[src/rtl/core/bpf_pkg.sv]
// Shared types, opcode constants and the fusion pair table for bytecode pair fusion.
`default_nettype none
package bpf_pkg;

   localparam int WORD_W              = 64;
   localparam int OP_W                = 6;
   localparam int QUEUE_DEPTH_DEFAULT = 2;

   localparam logic [2:0] KIND_EXTRA = 3'd0;
   localparam logic [2:0] KIND_ONE   = 3'd1;
   localparam logic [2:0] KIND_TWO   = 3'd2;
   localparam logic [2:0] KIND_FOUR  = 3'd4;
   localparam logic [2:0] KIND_EMPTY = 3'd7;

   localparam logic CMD_PUT = 1'b0;
   localparam logic CMD_END = 1'b1;

   localparam logic [OP_W-1:0] OP_PUSH                 = 6'd0;
   localparam logic [OP_W-1:0] OP_CONSTANT             = 6'd1;
   localparam logic [OP_W-1:0] OP_REFER_LOCAL          = 6'd2;
   localparam logic [OP_W-1:0] OP_REFER_GLOBAL         = 6'd3;
   localparam logic [OP_W-1:0] OP_REFER_FREE           = 6'd4;
   localparam logic [OP_W-1:0] OP_NUMBER_ADD           = 6'd5;
   localparam logic [OP_W-1:0] OP_NUMBER_SUB           = 6'd6;
   localparam logic [OP_W-1:0] OP_CAR                  = 6'd7;
   localparam logic [OP_W-1:0] OP_CDR                  = 6'd8;
   localparam logic [OP_W-1:0] OP_NOT                  = 6'd9;
   localparam logic [OP_W-1:0] OP_TEST                 = 6'd10;
   localparam logic [OP_W-1:0] OP_BR_NOT_NULL          = 6'd11;
   localparam logic [OP_W-1:0] OP_BR_NOT_LT            = 6'd12;
   localparam logic [OP_W-1:0] OP_BR_NOT_LE            = 6'd13;
   localparam logic [OP_W-1:0] OP_BR_NOT_NUM_EQ        = 6'd14;
   localparam logic [OP_W-1:0] OP_BR_NOT_GE            = 6'd15;
   localparam logic [OP_W-1:0] OP_FRAME                = 6'd16;
   localparam logic [OP_W-1:0] OP_ENTER                = 6'd17;
   localparam logic [OP_W-1:0] OP_CALL                 = 6'd18;
   localparam logic [OP_W-1:0] OP_SHIFT                = 6'd19;
   localparam logic [OP_W-1:0] OP_NUMBER_ADD_PUSH      = 6'd20;
   localparam logic [OP_W-1:0] OP_NUMBER_SUB_PUSH      = 6'd21;
   localparam logic [OP_W-1:0] OP_CAR_PUSH             = 6'd22;
   localparam logic [OP_W-1:0] OP_CDR_PUSH             = 6'd23;
   localparam logic [OP_W-1:0] OP_CONSTANT_PUSH        = 6'd24;
   localparam logic [OP_W-1:0] OP_REFER_LOCAL_PUSH     = 6'd25;
   localparam logic [OP_W-1:0] OP_REFER_GLOBAL_PUSH    = 6'd26;
   localparam logic [OP_W-1:0] OP_REFER_FREE_PUSH      = 6'd27;
   localparam logic [OP_W-1:0] OP_NOT_TEST             = 6'd28;
   localparam logic [OP_W-1:0] OP_RL_BR_NOT_NULL       = 6'd29;
   localparam logic [OP_W-1:0] OP_RL_BR_NOT_LT         = 6'd30;
   localparam logic [OP_W-1:0] OP_RL_PUSH_CONSTANT     = 6'd31;
   localparam logic [OP_W-1:0] OP_RLPC_BR_NOT_LE       = 6'd32;
   localparam logic [OP_W-1:0] OP_RLPC_BR_NOT_NUM_EQ   = 6'd33;
   localparam logic [OP_W-1:0] OP_RLPC_BR_NOT_GE       = 6'd34;
   localparam logic [OP_W-1:0] OP_PUSH_FRAME           = 6'd35;
   localparam logic [OP_W-1:0] OP_PUSH_ENTER           = 6'd36;
   localparam logic [OP_W-1:0] OP_PUSH_CONSTANT        = 6'd37;
   localparam logic [OP_W-1:0] OP_REFER_GLOBAL_CALL    = 6'd38;
   localparam logic [OP_W-1:0] OP_REFER_LOCAL_CALL     = 6'd39;
   localparam logic [OP_W-1:0] OP_REFER_FREE_CALL      = 6'd40;
   localparam logic [OP_W-1:0] OP_SHIFT_CALL           = 6'd41;

   typedef struct packed {
      logic              cmd;
      logic [2:0]        kind;
      logic [WORD_W-1:0] instr_word;
      logic [WORD_W-1:0] arg_one;
      logic [WORD_W-1:0] arg_two;
      logic [WORD_W-1:0] arg_three;
   } req_payload_type;

   typedef struct packed {
      logic [WORD_W-1:0] code_word;
      logic              last_word;
   } rsp_payload_type;

   // One drained packet on its way from front to back.
   typedef struct packed {
      logic [1:0]             num_m1;
      logic [3:0][WORD_W-1:0] words;
      logic                   mark_last;
   } drain_type;

   typedef struct packed {
      logic            hit;
      logic [OP_W-1:0] fused_op;
      logic [1:0]      slot;
   } fuse_type;

   // Pair table: newcomer kind (one or two words), newcomer opcode, held opcode.
   function automatic fuse_type fuse_lookup(input logic two_word,
                                            input logic [OP_W-1:0] new_op,
                                            input logic [OP_W-1:0] held_op);
      fuse_type r;
      r = '0;
      if (!two_word) begin
         if (new_op == OP_PUSH) begin
            case (held_op)
               OP_NUMBER_ADD:   r = '{1'b1, OP_NUMBER_ADD_PUSH, 2'd0};
               OP_NUMBER_SUB:   r = '{1'b1, OP_NUMBER_SUB_PUSH, 2'd0};
               OP_CAR:          r = '{1'b1, OP_CAR_PUSH, 2'd0};
               OP_CDR:          r = '{1'b1, OP_CDR_PUSH, 2'd0};
               OP_CONSTANT:     r = '{1'b1, OP_CONSTANT_PUSH, 2'd0};
               OP_REFER_LOCAL:  r = '{1'b1, OP_REFER_LOCAL_PUSH, 2'd0};
               OP_REFER_GLOBAL: r = '{1'b1, OP_REFER_GLOBAL_PUSH, 2'd0};
               OP_REFER_FREE:   r = '{1'b1, OP_REFER_FREE_PUSH, 2'd0};
               default:         r = '0;
            endcase
         end
      end else begin
         case (new_op)
            OP_TEST: begin
               if (held_op == OP_NOT) r = '{1'b1, OP_NOT_TEST, 2'd1};
            end
            OP_BR_NOT_NULL: begin
               if (held_op == OP_REFER_LOCAL) r = '{1'b1, OP_RL_BR_NOT_NULL, 2'd2};
            end
            OP_BR_NOT_LT: begin
               if (held_op == OP_REFER_LOCAL) r = '{1'b1, OP_RL_BR_NOT_LT, 2'd2};
            end
            OP_BR_NOT_LE: begin
               if (held_op == OP_RL_PUSH_CONSTANT) r = '{1'b1, OP_RLPC_BR_NOT_LE, 2'd3};
            end
            OP_BR_NOT_NUM_EQ: begin
               if (held_op == OP_RL_PUSH_CONSTANT)
                  r = '{1'b1, OP_RLPC_BR_NOT_NUM_EQ, 2'd3};
            end
            OP_BR_NOT_GE: begin
               if (held_op == OP_RL_PUSH_CONSTANT) r = '{1'b1, OP_RLPC_BR_NOT_GE, 2'd3};
            end
            OP_FRAME: begin
               if (held_op == OP_PUSH) r = '{1'b1, OP_PUSH_FRAME, 2'd1};
            end
            OP_ENTER: begin
               if (held_op == OP_PUSH) r = '{1'b1, OP_PUSH_ENTER, 2'd1};
            end
            OP_CONSTANT: begin
               if (held_op == OP_REFER_LOCAL_PUSH) r = '{1'b1, OP_RL_PUSH_CONSTANT, 2'd2};
               else if (held_op == OP_PUSH) r = '{1'b1, OP_PUSH_CONSTANT, 2'd1};
            end
            OP_CALL: begin
               case (held_op)
                  OP_REFER_GLOBAL: r = '{1'b1, OP_REFER_GLOBAL_CALL, 2'd2};
                  OP_REFER_LOCAL:  r = '{1'b1, OP_REFER_LOCAL_CALL, 2'd2};
                  OP_REFER_FREE:   r = '{1'b1, OP_REFER_FREE_CALL, 2'd2};
                  OP_SHIFT:        r = '{1'b1, OP_SHIFT_CALL, 2'd3};
                  default:         r = '0;
               endcase
            end
            default: r = '0;
         endcase
      end
      return r;
   endfunction

endpackage
`default_nettype wire

[src/rtl/core/bpf_stream_if.sv]
// Valid/ready stream interface with a typed payload.
`default_nettype none
interface bpf_stream_if #(parameter type payload_type = logic) ();
   logic        valid;
   logic        ready;
   payload_type payload;

   modport source (output valid, output payload, input ready);
   modport sink   (input valid, input payload, output ready);
endinterface
`default_nettype wire

[src/rtl/core/bpf_front.sv]
// Front end: holding slot, pair fusion and drain requests.
`default_nettype none
module bpf_front (
   input  wire logic                 clock,
   input  wire logic                 reset,
   bpf_stream_if.sink                req_if,
   output logic                      push_valid,
   output bpf_pkg::drain_type        push_entry,
   input  wire logic                 push_ready
);
   import bpf_pkg::*;

   logic [2:0]        held_kind_ff, held_kind_in;
   logic [WORD_W-1:0] held_instr_ff, held_instr_in;
   logic [WORD_W-1:0] held_one_ff, held_one_in;
   logic [WORD_W-1:0] held_two_ff, held_two_in;
   logic [WORD_W-1:0] held_three_ff, held_three_in;

   req_payload_type req;
   fuse_type        rule;
   logic            accept;
   logic            held_full;
   logic            held_instr_kind;
   logic            new_fusable;
   logic            do_fuse;

   assign req    = req_if.payload;
   assign accept = req_if.valid && push_ready;
   assign req_if.ready = push_ready;

   assign held_full       = (held_kind_ff <= KIND_FOUR);
   assign held_instr_kind = held_full && (held_kind_ff != KIND_EXTRA);
   assign new_fusable     = (req.kind == KIND_ONE || req.kind == KIND_TWO)
                            && (req.instr_word[WORD_W-1:OP_W] == '0)
                            && (held_instr_ff[WORD_W-1:OP_W] == '0);

   assign rule = fuse_lookup(req.kind == KIND_TWO, req.instr_word[OP_W-1:0],
                             held_instr_ff[OP_W-1:0]);
   assign do_fuse = (req.cmd == CMD_PUT) && held_instr_kind && new_fusable && rule.hit;

   // Drain the held packet on end or on any put that does not fuse.
   always_comb begin
      push_valid           = req_if.valid && held_full && !do_fuse;
      push_entry.num_m1    = (held_kind_ff == KIND_EXTRA) ? 2'd0 : 2'(held_kind_ff - 3'd1);
      push_entry.words     = {held_three_ff, held_two_ff, held_one_ff, held_instr_ff};
      push_entry.mark_last = (req.cmd == CMD_END);
   end

   always_comb begin
      held_kind_in  = held_kind_ff;
      held_instr_in = held_instr_ff;
      held_one_in   = held_one_ff;
      held_two_in   = held_two_ff;
      held_three_in = held_three_ff;
      if (accept) begin
         if (req.cmd == CMD_END) begin
            held_kind_in = KIND_EMPTY;
         end else if (do_fuse) begin
            held_instr_in = {{(WORD_W-OP_W){1'b0}}, rule.fused_op};
            case (rule.slot)
               2'd1:    held_one_in   = req.arg_one;
               2'd2:    held_two_in   = req.arg_one;
               2'd3:    held_three_in = req.arg_one;
               default: held_one_in   = held_one_ff;
            endcase
            if (rule.slot != 2'd0) held_kind_in = {1'b0, rule.slot} + 3'd1;
         end else if (req.kind <= KIND_FOUR) begin
            held_kind_in  = req.kind;
            held_instr_in = req.instr_word;
            held_one_in   = req.arg_one;
            held_two_in   = req.arg_two;
            held_three_in = req.arg_three;
         end else begin
            held_kind_in = KIND_EMPTY;
         end
      end
   end

   always_ff @(posedge clock) begin
      if (reset) begin
         held_kind_ff <= KIND_EMPTY;
      end else begin
         held_kind_ff <= held_kind_in;
      end
      held_instr_ff <= held_instr_in;
      held_one_ff   <= held_one_in;
      held_two_ff   <= held_two_in;
      held_three_ff <= held_three_in;
   end

endmodule
`default_nettype wire

[src/rtl/core/bpf_queue.sv]
// Small FIFO of drained packets between front and back.
`default_nettype none
module bpf_queue #(
   parameter int Depth = bpf_pkg::QUEUE_DEPTH_DEFAULT
) (
   input  wire logic                clock,
   input  wire logic                reset,
   input  wire logic                push_valid,
   input  wire bpf_pkg::drain_type  push_entry,
   output logic                     push_ready,
   output logic                     head_valid,
   output bpf_pkg::drain_type       head_entry,
   input  wire logic                pop
);
   import bpf_pkg::*;

   localparam int PtrW = (Depth > 1) ? $clog2(Depth) : 1;
   localparam int CntW = $clog2(Depth + 1);

   drain_type       entries_ff [Depth];
   logic [PtrW-1:0] wr_ptr_ff, wr_ptr_in;
   logic [PtrW-1:0] rd_ptr_ff, rd_ptr_in;
   logic [CntW-1:0] count_ff, count_in;
   logic            do_push, do_pop;

   assign push_ready = (count_ff != CntW'(Depth));
   assign head_valid = (count_ff != '0);
   assign head_entry = entries_ff[rd_ptr_ff];
   assign do_push    = push_valid && push_ready;
   assign do_pop     = pop && head_valid;

   always_comb begin
      wr_ptr_in = wr_ptr_ff;
      rd_ptr_in = rd_ptr_ff;
      count_in  = count_ff;
      if (do_push) wr_ptr_in = (wr_ptr_ff == PtrW'(Depth - 1)) ? '0 : wr_ptr_ff + PtrW'(1);
      if (do_pop)  rd_ptr_in = (rd_ptr_ff == PtrW'(Depth - 1)) ? '0 : rd_ptr_ff + PtrW'(1);
      if (do_push && !do_pop) count_in = count_ff + CntW'(1);
      else if (do_pop && !do_push) count_in = count_ff - CntW'(1);
   end

   always_ff @(posedge clock) begin
      if (reset) begin
         wr_ptr_ff <= '0;
         rd_ptr_ff <= '0;
         count_ff  <= '0;
      end else begin
         wr_ptr_ff <= wr_ptr_in;
         rd_ptr_ff <= rd_ptr_in;
         count_ff  <= count_in;
      end
      if (do_push) entries_ff[wr_ptr_ff] <= push_entry;
   end

endmodule
`default_nettype wire

[src/rtl/core/bpf_back.sv]
// Back end: serialize a drained packet into code words behind an output register.
`default_nettype none
module bpf_back (
   input  wire logic                clock,
   input  wire logic                reset,
   input  wire logic                head_valid,
   input  wire bpf_pkg::drain_type  head_entry,
   output logic                     pop,
   bpf_stream_if.source             rsp_if
);
   import bpf_pkg::*;

   logic            out_valid_ff, out_valid_in;
   rsp_payload_type out_data_ff, out_data_in;
   logic [1:0]      index_ff, index_in;
   logic            load;
   logic            final_word;

   assign load       = head_valid && (!out_valid_ff || rsp_if.ready);
   assign final_word = (index_ff == head_entry.num_m1);
   assign pop        = load && final_word;

   assign rsp_if.valid   = out_valid_ff;
   assign rsp_if.payload = out_data_ff;

   always_comb begin
      out_valid_in = out_valid_ff;
      out_data_in  = out_data_ff;
      index_in     = index_ff;
      if (load) begin
         out_valid_in          = 1'b1;
         out_data_in.code_word = head_entry.words[index_ff];
         out_data_in.last_word = head_entry.mark_last && final_word;
         index_in              = final_word ? 2'd0 : index_ff + 2'd1;
      end else if (rsp_if.ready) begin
         out_valid_in = 1'b0;
      end
   end

   always_ff @(posedge clock) begin
      if (reset) begin
         out_valid_ff <= 1'b0;
         index_ff     <= 2'd0;
      end else begin
         out_valid_ff <= out_valid_in;
         index_ff     <= index_in;
      end
      out_data_ff <= out_data_in;
   end

endmodule
`default_nettype wire

[src/rtl/core/bytecode_pair_fusion.sv]
// Top level of bytecode pair fusion: front end, drain queue and word serializer.
//
//   channel   direction  payload                                           handshake
//   req_if    in         cmd, kind, instr_word, arg_one/two/three          valid/ready
//   rsp_if    out        code_word, last_word                              valid/ready
//
// A put or end item is taken on a valid/ready handshake; fusion decides against
// the held packet in the same cycle, so items may arrive every cycle while the
// drain queue has room. A drained packet leaves as 1 to 4 code words, one word
// per cycle while rsp_if.ready allows; the output serializer sets the sustained rate.
// req_if.ready drops only while the drain queue (QUEUE_DEPTH entries) is full.
// Synchronous reset empties the holding slot, the queue and the output register.
`default_nettype none
module bytecode_pair_fusion #(
   parameter int QUEUE_DEPTH = bpf_pkg::QUEUE_DEPTH_DEFAULT
) (
   input  wire logic     clock,
   input  wire logic     reset,
   bpf_stream_if.sink    req_if,
   bpf_stream_if.source  rsp_if
);
   import bpf_pkg::*;

   // front -> queue
   logic      push_valid;
   logic      push_ready;
   drain_type push_entry;

   // queue -> back
   logic      head_valid;
   drain_type head_entry;
   logic      pop;

   // Hold one packet, fuse listed pairs, request drains.
   bpf_front u_front (
      .clock      (clock),
      .reset      (reset),
      .req_if     (req_if),
      .push_valid (push_valid),
      .push_entry (push_entry),
      .push_ready (push_ready)
   );

   // Decouple the front from output stalls.
   bpf_queue #(
      .Depth (QUEUE_DEPTH)
   ) u_queue (
      .clock      (clock),
      .reset      (reset),
      .push_valid (push_valid),
      .push_entry (push_entry),
      .push_ready (push_ready),
      .head_valid (head_valid),
      .head_entry (head_entry),
      .pop        (pop)
   );

   // Advance through the words of the head packet, one per cycle while rsp_if accepts.
   bpf_back u_back (
      .clock      (clock),
      .reset      (reset),
      .head_valid (head_valid),
      .head_entry (head_entry),
      .pop        (pop),
      .rsp_if     (rsp_if)
   );

endmodule
`default_nettype wire

[src/flat_wrapper.sv]
// flat-port wrapper written by rule: the top's interface ports become plain ports
module bytecode_pair_fusion_flat import bpf_pkg::*;
#(
   parameter int QUEUE_DEPTH = bpf_pkg::QUEUE_DEPTH_DEFAULT
)
  (clock, reset, req_if_valid, req_if_payload, req_if_ready, rsp_if_valid, rsp_if_payload, rsp_if_ready);
  bpf_stream_if #(.payload_type(req_payload_type)) req_if_i ();
  bpf_stream_if #(.payload_type(rsp_payload_type)) rsp_if_i ();
  input  wire logic clock;
  input  wire logic reset;
  input wire logic [$bits(req_if_i.valid)-1:0] req_if_valid;
  input wire logic [$bits(req_if_i.payload)-1:0] req_if_payload;
  output wire logic [$bits(req_if_i.ready)-1:0] req_if_ready;
  output wire logic [$bits(rsp_if_i.valid)-1:0] rsp_if_valid;
  output wire logic [$bits(rsp_if_i.payload)-1:0] rsp_if_payload;
  input wire logic [$bits(rsp_if_i.ready)-1:0] rsp_if_ready;
  assign req_if_i.valid = req_if_valid;
  assign req_if_i.payload = req_if_payload;
  assign req_if_ready = req_if_i.ready;
  assign rsp_if_valid = rsp_if_i.valid;
  assign rsp_if_payload = rsp_if_i.payload;
  assign rsp_if_i.ready = rsp_if_ready;
  bytecode_pair_fusion #(.QUEUE_DEPTH(QUEUE_DEPTH)) u_core (.clock(clock), .reset(reset), .req_if(req_if_i), .rsp_if(rsp_if_i));
endmodule
[config.mk]
export PLATFORM = sky130hd
export DESIGN_NAME = bytecode_pair_fusion_flat
export DESIGN_NICKNAME = d
export VERILOG_FILES = /design/src/rtl/core/bpf_pkg.sv /design/src/rtl/core/bpf_stream_if.sv /design/src/rtl/core/bpf_front.sv /design/src/rtl/core/bpf_queue.sv /design/src/rtl/core/bpf_back.sv /design/src/rtl/core/bytecode_pair_fusion.sv /design/src/flat_wrapper.sv
export SDC_FILE = /design/constraint.sdc
export NUM_CORES = 1
export LEC_CHECK = 0
export BUFFER_PORTS_ARGS = -buffer_cell sky130_fd_sc_hd__buf_2
export CAP_MARGIN = 20
export CORE_MARGIN = 4
export CORE_UTILIZATION = 42
export CTS_CLUSTER_SIZE = 10
export DETAILED_ROUTE_END_ITERATION = 12
export GPL_TIMING_DRIVEN = 0
export SETUP_SLACK_MARGIN = 0.3
export SYNTH_ARGS = -nofsm -noshare
export SYNTH_HDL_FRONTEND = slang
export SYNTH_HIERARCHICAL = 1
export SYNTH_SLANG_ARGS = --single-unit
[constraint.sdc]
create_clock -name clock -period 36.7 [get_ports clock]
set_input_delay 11.01 -clock clock [delete_from_list [all_inputs] [get_ports clock]]
set_output_delay 11.01 -clock clock [all_outputs]
set_load 0.02 [all_outputs]
==> run metrics, run 1 <==
maximum vdd drop 0.0000362 V; Slew Limit Fails 0; max layer used met5; number of global-route vias before repair 18.1k; largest net degree at the start of global routing 118; Initial Util 0.426; io pins 331; half-perimeter wire length after placement 54,300 um; Vias 17.1k; layout cell share with drive strength beyond 1 0.447; count of cell types in the netlist 65; Post-CTS Resized 0; # DRC 0; die width 295 um; critical path class input port to flip-flop; number of I/O port buffers 330; Final setup viols 0; DR pass1 iterations 5; Leak 13.9 nW; clk slew on worst S/H paths 60 ps; initial antenna violation count 8; Hold Startpoint u_core/u_front/held_two_ff[58]$_DFFE_PP_; Power Density 50.2 mW/mm2; Tmin final 14,740 ps; RR Startpoint u_core/u_front/held_kind_ff[1]$_SDFFE_PP1P_; Num CTS Buffers 97; total power 2.04 mW; Detail Route met2 WL 41,200 um; max capacitance violation total 0; met3 routed wirelength 4270 um; cell count after synthesis 1,687; Commonest cells post-synth 839 x edfxtp_1, 211 x mux2_4, 178 x mux2_2; Synth Cell Area 0.0345 mm2; Final Util 0.502; upper clock frequency limit 67.8 MHz; CP Launch Point req_if_payload[211]; CTS HTree Levels 3; Synth area leaders edfxtp_1 73%, mux2_4 9.2%, mux2_2 5.8%; CP Data Arrival Time 15,080 ps; YS warnings 6; die area 0.0868 mm2; WL per Instance 25.1 um; clock sink count 855; Sum Neg Setup Slack 0 ps; critical-path maximum fanout 61; top-count cell post-synth edfxtp_1; gr usage total 0.185; root buffer cell clkbuf_16; GPL Wtd Cong 0.834; Met1 Routed Length 33,600 um; FP Rows 104; Worst Setup End Kind flip-flop; area share of the largest cell type after synthesis 0.730; Area growth syn-to-layout 17.6%; EDFF count, synth 839; RSZ-0062 raised after global routing false; Mean Syn Cell Area 20.5 um2; final net count 2,405; TritonCTS clock tree built; Die H 295 um; total gr overflow 0; worst-skew pair later-pin latency 650 ps; Least-Margin Pin Slew 929 ps; Max-slew headroom 0.381; number of synthesized register bits 855; Startpoint Class input port; DRT iter0 DRCs 1,265; endpoints failing hold 0; Post-Syn Nets 1,962; number of nets still failing antenna checks after routing 0; total wire length 81,100 um; first-pass GRT wire length 117,000 um; core region area 0.0809 mm2; Main synth FF type edfxtp_1; leading area contributor after synthesis edfxtp_1; Hold WC Path Type flip-flop to flip-flop; CTS Hold Bufs 0; asr flop ratio synth 0; Max Clock Skew 30.0 ps; sequential share of the synthesized area 0.739; Max clock buf depth 3; Area after DPL 0.0379 mm2; result of the run finished clean; drt via density 5.29; Tcrit/Tclk final 0.402; Worst Path Required 37,040 ps; final instance area 0.0406 mm2; post-CTS setup buffers 0
==> area by class of cell <==
cell class | count | area [um2]
Inverter | 11 | 51.3
Antenna cell | 2 | 5.00
Buffer | 129 | 751
Clock buffer | 122 | 2550
Fill cell | 6623 | 40300
Timing Repair Buffer | 344 | 1990
Sequential cell | 855 | 25500
Tap cell | 1060 | 1330
Multi-Input combinational cell | 692 | 8230
Clock inverter | 12 | 174
==> through the flow <==
stage	hold slack, ps	instances	setup slack, ps
after floorplan	421	1687	17280
after global placement	422	3077	12980
after detailed placement	429	3091	21120
after CTS	438	3225	21800
after global routing	447	3225	21690
final	425	3227	21960
==> kinds of logic after synthesis <==
family | Yosys count | share of synthesized area
DFF | 855 | 0.739
muxes | 456 | 0.193
adders and majority gates | 11 | 0.00399
and+or+nand+nor | 143 | 0.0245
AOI/OAI and AO/OA | 76 | 0.0150
xor gates and xnor gates | 6 | 0.00152
buffers and inverters | 140 | 0.0230
==> placed cells by master, fill, tap and decap left out, types with 4 or more instances in the layout <==
cell type / n
a31oi_1: 4
buf_2: 344
nor4b_1: 5
nand4_1: 9
a21o_1: 7
dfxtp_1: 16
edfxtp_1: 839
a211oi_1: 4
ha_1: 11
nor4_1: 30
buf_12: 5
buf_4: 6
nand2b_1: 7
clkbuf_1: 91
nand2_1: 11
buf_1: 14
o21ai_0: 8
a21oi_1: 20
mux2_4: 211
clkinv_1: 5
nor2_1: 26
and4_1: 4
nor3b_1: 4
nand3_1: 4
inv_1: 9
mux4_2: 64
nor3_1: 11
mux2_2: 178
buf_6: 26
xor2_1: 6
nor2b_1: 4
buf_16: 10
clkbuf_16: 98
==> path summary, 6_finish.rpt <==
path,depth (start not counted),slack (ps),to
max,11,21960,u_core/u_queue/entries_ff[1][161]$_DFFE_PP_
min,0,420,u_core/u_queue/entries_ff[1][187]$_DFFE_PP_
max reg2reg,13,31790,u_core/u_queue/entries_ff[1][161]$_DFFE_PP_
min reg2reg,0,420,u_core/u_queue/entries_ff[1][187]$_DFFE_PP_
==> where the power goes <==
part	total, mW	internal (mW)	switching, mW
Combinational	0.0840	0.0373	0.0467
Sequential	1.10	1.09	0.00929
Clock	0.852	0.492	0.360
==> per-layer routing <==
| layer | vias to the layer above | GRT usage |
|---|---|---|
| met2 | 534 | 0.318 |
| met4 | 4 | 0.0504 |
| met1 | 8783 | 0.242 |
| li1 | 7617 | - |
| met3 | 124 | 0.0347 |
| met5 | - | 0 |
==> worst max-delay path, stage by stage <==
cell	delay, ps
buf_2	160
nor4_1	510
nand4_1	300
nor4_1	540
nand3_1	390
a21oi_1	490
clkbuf_1	420
nor3b_1	160
and3_4	380
buf_16	300
buf_16	280
==> flip-flops by register name (all words and copies together) (netlist names), 2 cells and up, named ones only <==
register / flops
u_core/u_front/held_two_ff: 64
u_core/u_front/held_instr_ff: 64
u_core/u_front/held_kind_ff: 3
u_core/u_front/held_three_ff: 64
u_core/u_back/rsp_if.payload: 65
u_core/u_queue/entries_ff: 518
u_core/u_back/index_ff: 2
u_core/u_queue/count_ff: 2
u_core/u_front/held_one_ff: 64
(Power assumes the default switching activity.)
==> inputs of run 2 (changes only) <==
- ABC_AREA: default -> 1
- clock period: 36.7 -> 15.4 ns (I/O delays scaled with it)
==> run metrics, run 2 <==
sw frac 0.224; critical path class input port to flip-flop; EDFF count, synth 839; post-CTS setup buffers 0; internal power 3.95 mW; multi-input logic area 0.00859 mm2; Num CTS Buffers 96; Layout Cells excl Fill 4,112; asr flop ratio synth 0; sequential share of the synthesized area 0.717; Tmin final 8420 ps; power share of the sequential group 0.530; YS warnings 6; Register Area 0.0255 mm2; Tcrit/Tclk final 0.547; DRT iter0 DRCs 1,867; final instance area 0.0419 mm2; Max Clock Skew 18.5 ps; Max-slew headroom 0.367; gr usage total 0.204; top-count cell post-synth edfxtp_1; # DRC 0; total power 5.09 mW; CP Data Arrival Time 8740 ps; io pins 331; Hold WS 439 ps; count of cell types in the netlist 39; Die H 299 um; Startpoint Class input port; clock sink count 855; Synth Cell Area 0.0356 mm2; DR pass1 iterations 7; number of global-route vias before repair 22.0k; CTS Hold Bufs 0; filler cell count in the final layout 7,288; Main synth FF type edfxtp_1; most common cell after layout, fill and taps aside edfxtp_1; root buffer cell clkbuf_16; final net count 3,212; area share of the largest cell type after synthesis 0.708; commonest non-fill, non-tap cells in the layout 839 x edfxtp_1, 367 x buf_2, 299 x nor2_1, 287 x nand2_1, 250 x o21ai_0; Area after DPL 0.0392 mm2; dpl cells 3,973; CTS HTree Levels 3; WL per Instance 22.8 um; Power Density 122 mW/mm2; leading area contributor after synthesis edfxtp_1; Max clock buf depth 3; upper clock frequency limit 119 MHz; Comb pwr share 0.081; core region area 0.0838 mm2; clock power share 0.389; Hold WC Path Type flip-flop to flip-flop; drt via density 5.18; total wire length 93,700 um; cell count after synthesis 2,485; initial antenna violation count 30; final setup margin 6980 ps; largest net degree at the start of global routing 66; GPL Wtd Cong 0.867; Synth area leaders edfxtp_1 71%, mux2_4 8.5%, o21ai_0 3.5%; critical-path maximum fanout 31; Post-CTS Resized 0; Slew Limit Fails 0; maximum vdd drop 0.0000821 V; max capacitance violation total 0; number of I/O port buffers 330; worst-skew pair later-pin latency 630 ps; Mean Syn Cell Area 14.3 um2; Post-Syn Nets 2,760; Initial Util 0.424; Least-Margin Pin Slew 947 ps; die width 299 um; endpoints failing hold 0; Reg with most FFs u_core/u_queue/entries_ff; Worst Setup End Kind flip-flop; die area 0.0894 mm2; total gr overflow 0; result of the run finished clean; Worst Path Required 15,720 ps; RSZ-0062 raised after global routing false; Final setup viols 0; number of nets still failing antenna checks after routing 0; Vias 21.3k; TritonCTS clock tree built; Area growth syn-to-layout 17.7%; max FFs per register 518; layout cell share with drive strength beyond 1 0.289; pre-CTS setup slack 6370 ps; Switch Pwr 1.14 mW; FP Rows 106; clk slew on worst S/H paths 50 ps; Commonest cells post-synth 839 x edfxtp_1, 301 x nor2_1, 287 x nand2_1; Leak 15.5 nW; half-perimeter wire length after placement 67,200 um; first-pass GRT wire length 136,000 um; number of synthesized register bits 855
[run 2: cell count changes in the layout (fill, tap and decap cells not counted), sizes merged, moves of 19 or more]
cell,change
diode,+19
nand3,+53
mux4,-64
o21ai,+262
mux2,-130
nor4,-30
nand2,+285
inv,+142
buf,+25
o22ai,+63
nor2,+286
[run 2: worst paths after layout]
path | start | to | slack, ps | cells past startpoint
max | req_if_payload[257] | u_core/u_queue/entries_ff[1][90]$_DFFE_PP_ | 6980 | 20
min | u_core/u_front/held_one_ff[3]$_DFFE_PP_ | u_core/u_queue/entries_ff[0][68]$_DFFE_PP_ | 440 | 0
max reg2reg | u_core/u_front/held_instr_ff[1]$_DFFE_PN_ | u_core/u_queue/entries_ff[1][90]$_DFFE_PP_ | 10550 | 19
min reg2reg | u_core/u_front/held_one_ff[3]$_DFFE_PP_ | u_core/u_queue/entries_ff[0][68]$_DFFE_PP_ | 440 | 0
[run 2: layer usage]
layer / global-route usage / wire length (um) / vias up
li1: - / - / 9796
met1: 0.272 / 38900 / 10600
met4: 0.0632 / 2190 / 8
met5: 0 / 49 / -
met2: 0.340 / 45400 / 797
met3: 0.0415 / 7130 / 139
[run 2: final cells by class]
class | instances | share of cell area
diodes | 21 | 0.00126
flip-flops and latches | 855 | 0.610
inverters | 155 | 0.0141
repair buffers | 354 | 0.0517
multi-input cells | 1314 | 0.205
plain buffers | 161 | 0.0219
clock buffers | 112 | 0.0604
well taps | 1134 | 0.0339
clock inverters | 6 | 0.00203
[run 2: kinds of logic (layout without fill, tap and decap cells)]
logic type / after synthesis / count (layout) / share of synthesized area
DFF: 855 / 855 / 0.717
and+or+nand+nor: 694 / 694 / 0.0809
AOI/OAI and AO/OA: 349 / 349 / 0.0520
buffers and inverters: 316 / 788 / 0.0421
muxes: 260 / 260 / 0.104
adders and majority gates: 11 / 11 / 0.00387
other: 0 / 21 / 0
[run 2: through the flow]
stage | setup TNS, ps | util
after detailed placement | 0 | 0.468
after global routing | 0 | 0.499
final | 0 | 0.499
after floorplan | -1075990 | -
after CTS | 0 | 0.499
after global placement | -4914240 | 0.461
[run 2: worst max-delay path: stages]
cell	delay [ps]
buf_2	140
inv_1	100
nand2_1	80
nand2_1	200
nor2_1	80
nand2_1	130
nor3_1	80
nand2_1	60
nor2_1	90
nand3_4	190
clkbuf_1	650
nand3b_1	140
inv_1	80
nand2_1	160
nor2_4	640
buf_12	290
buf_12	220
buf_12	230
buf_12	230
buf_12	230
[run 2: power groups by stage]
stage	Clock (mW)	Combinational (mW)	Sequential (mW)
2_1_floorplan	0	0.203	2.78
3_3_place_gp	0	0.393	2.78
3_5_place_dp	0	0.416	2.75
4_1_cts	2.03	0.418	2.70
5_1_grt	2.13	0.447	2.70
6_report	1.98	0.413	2.70
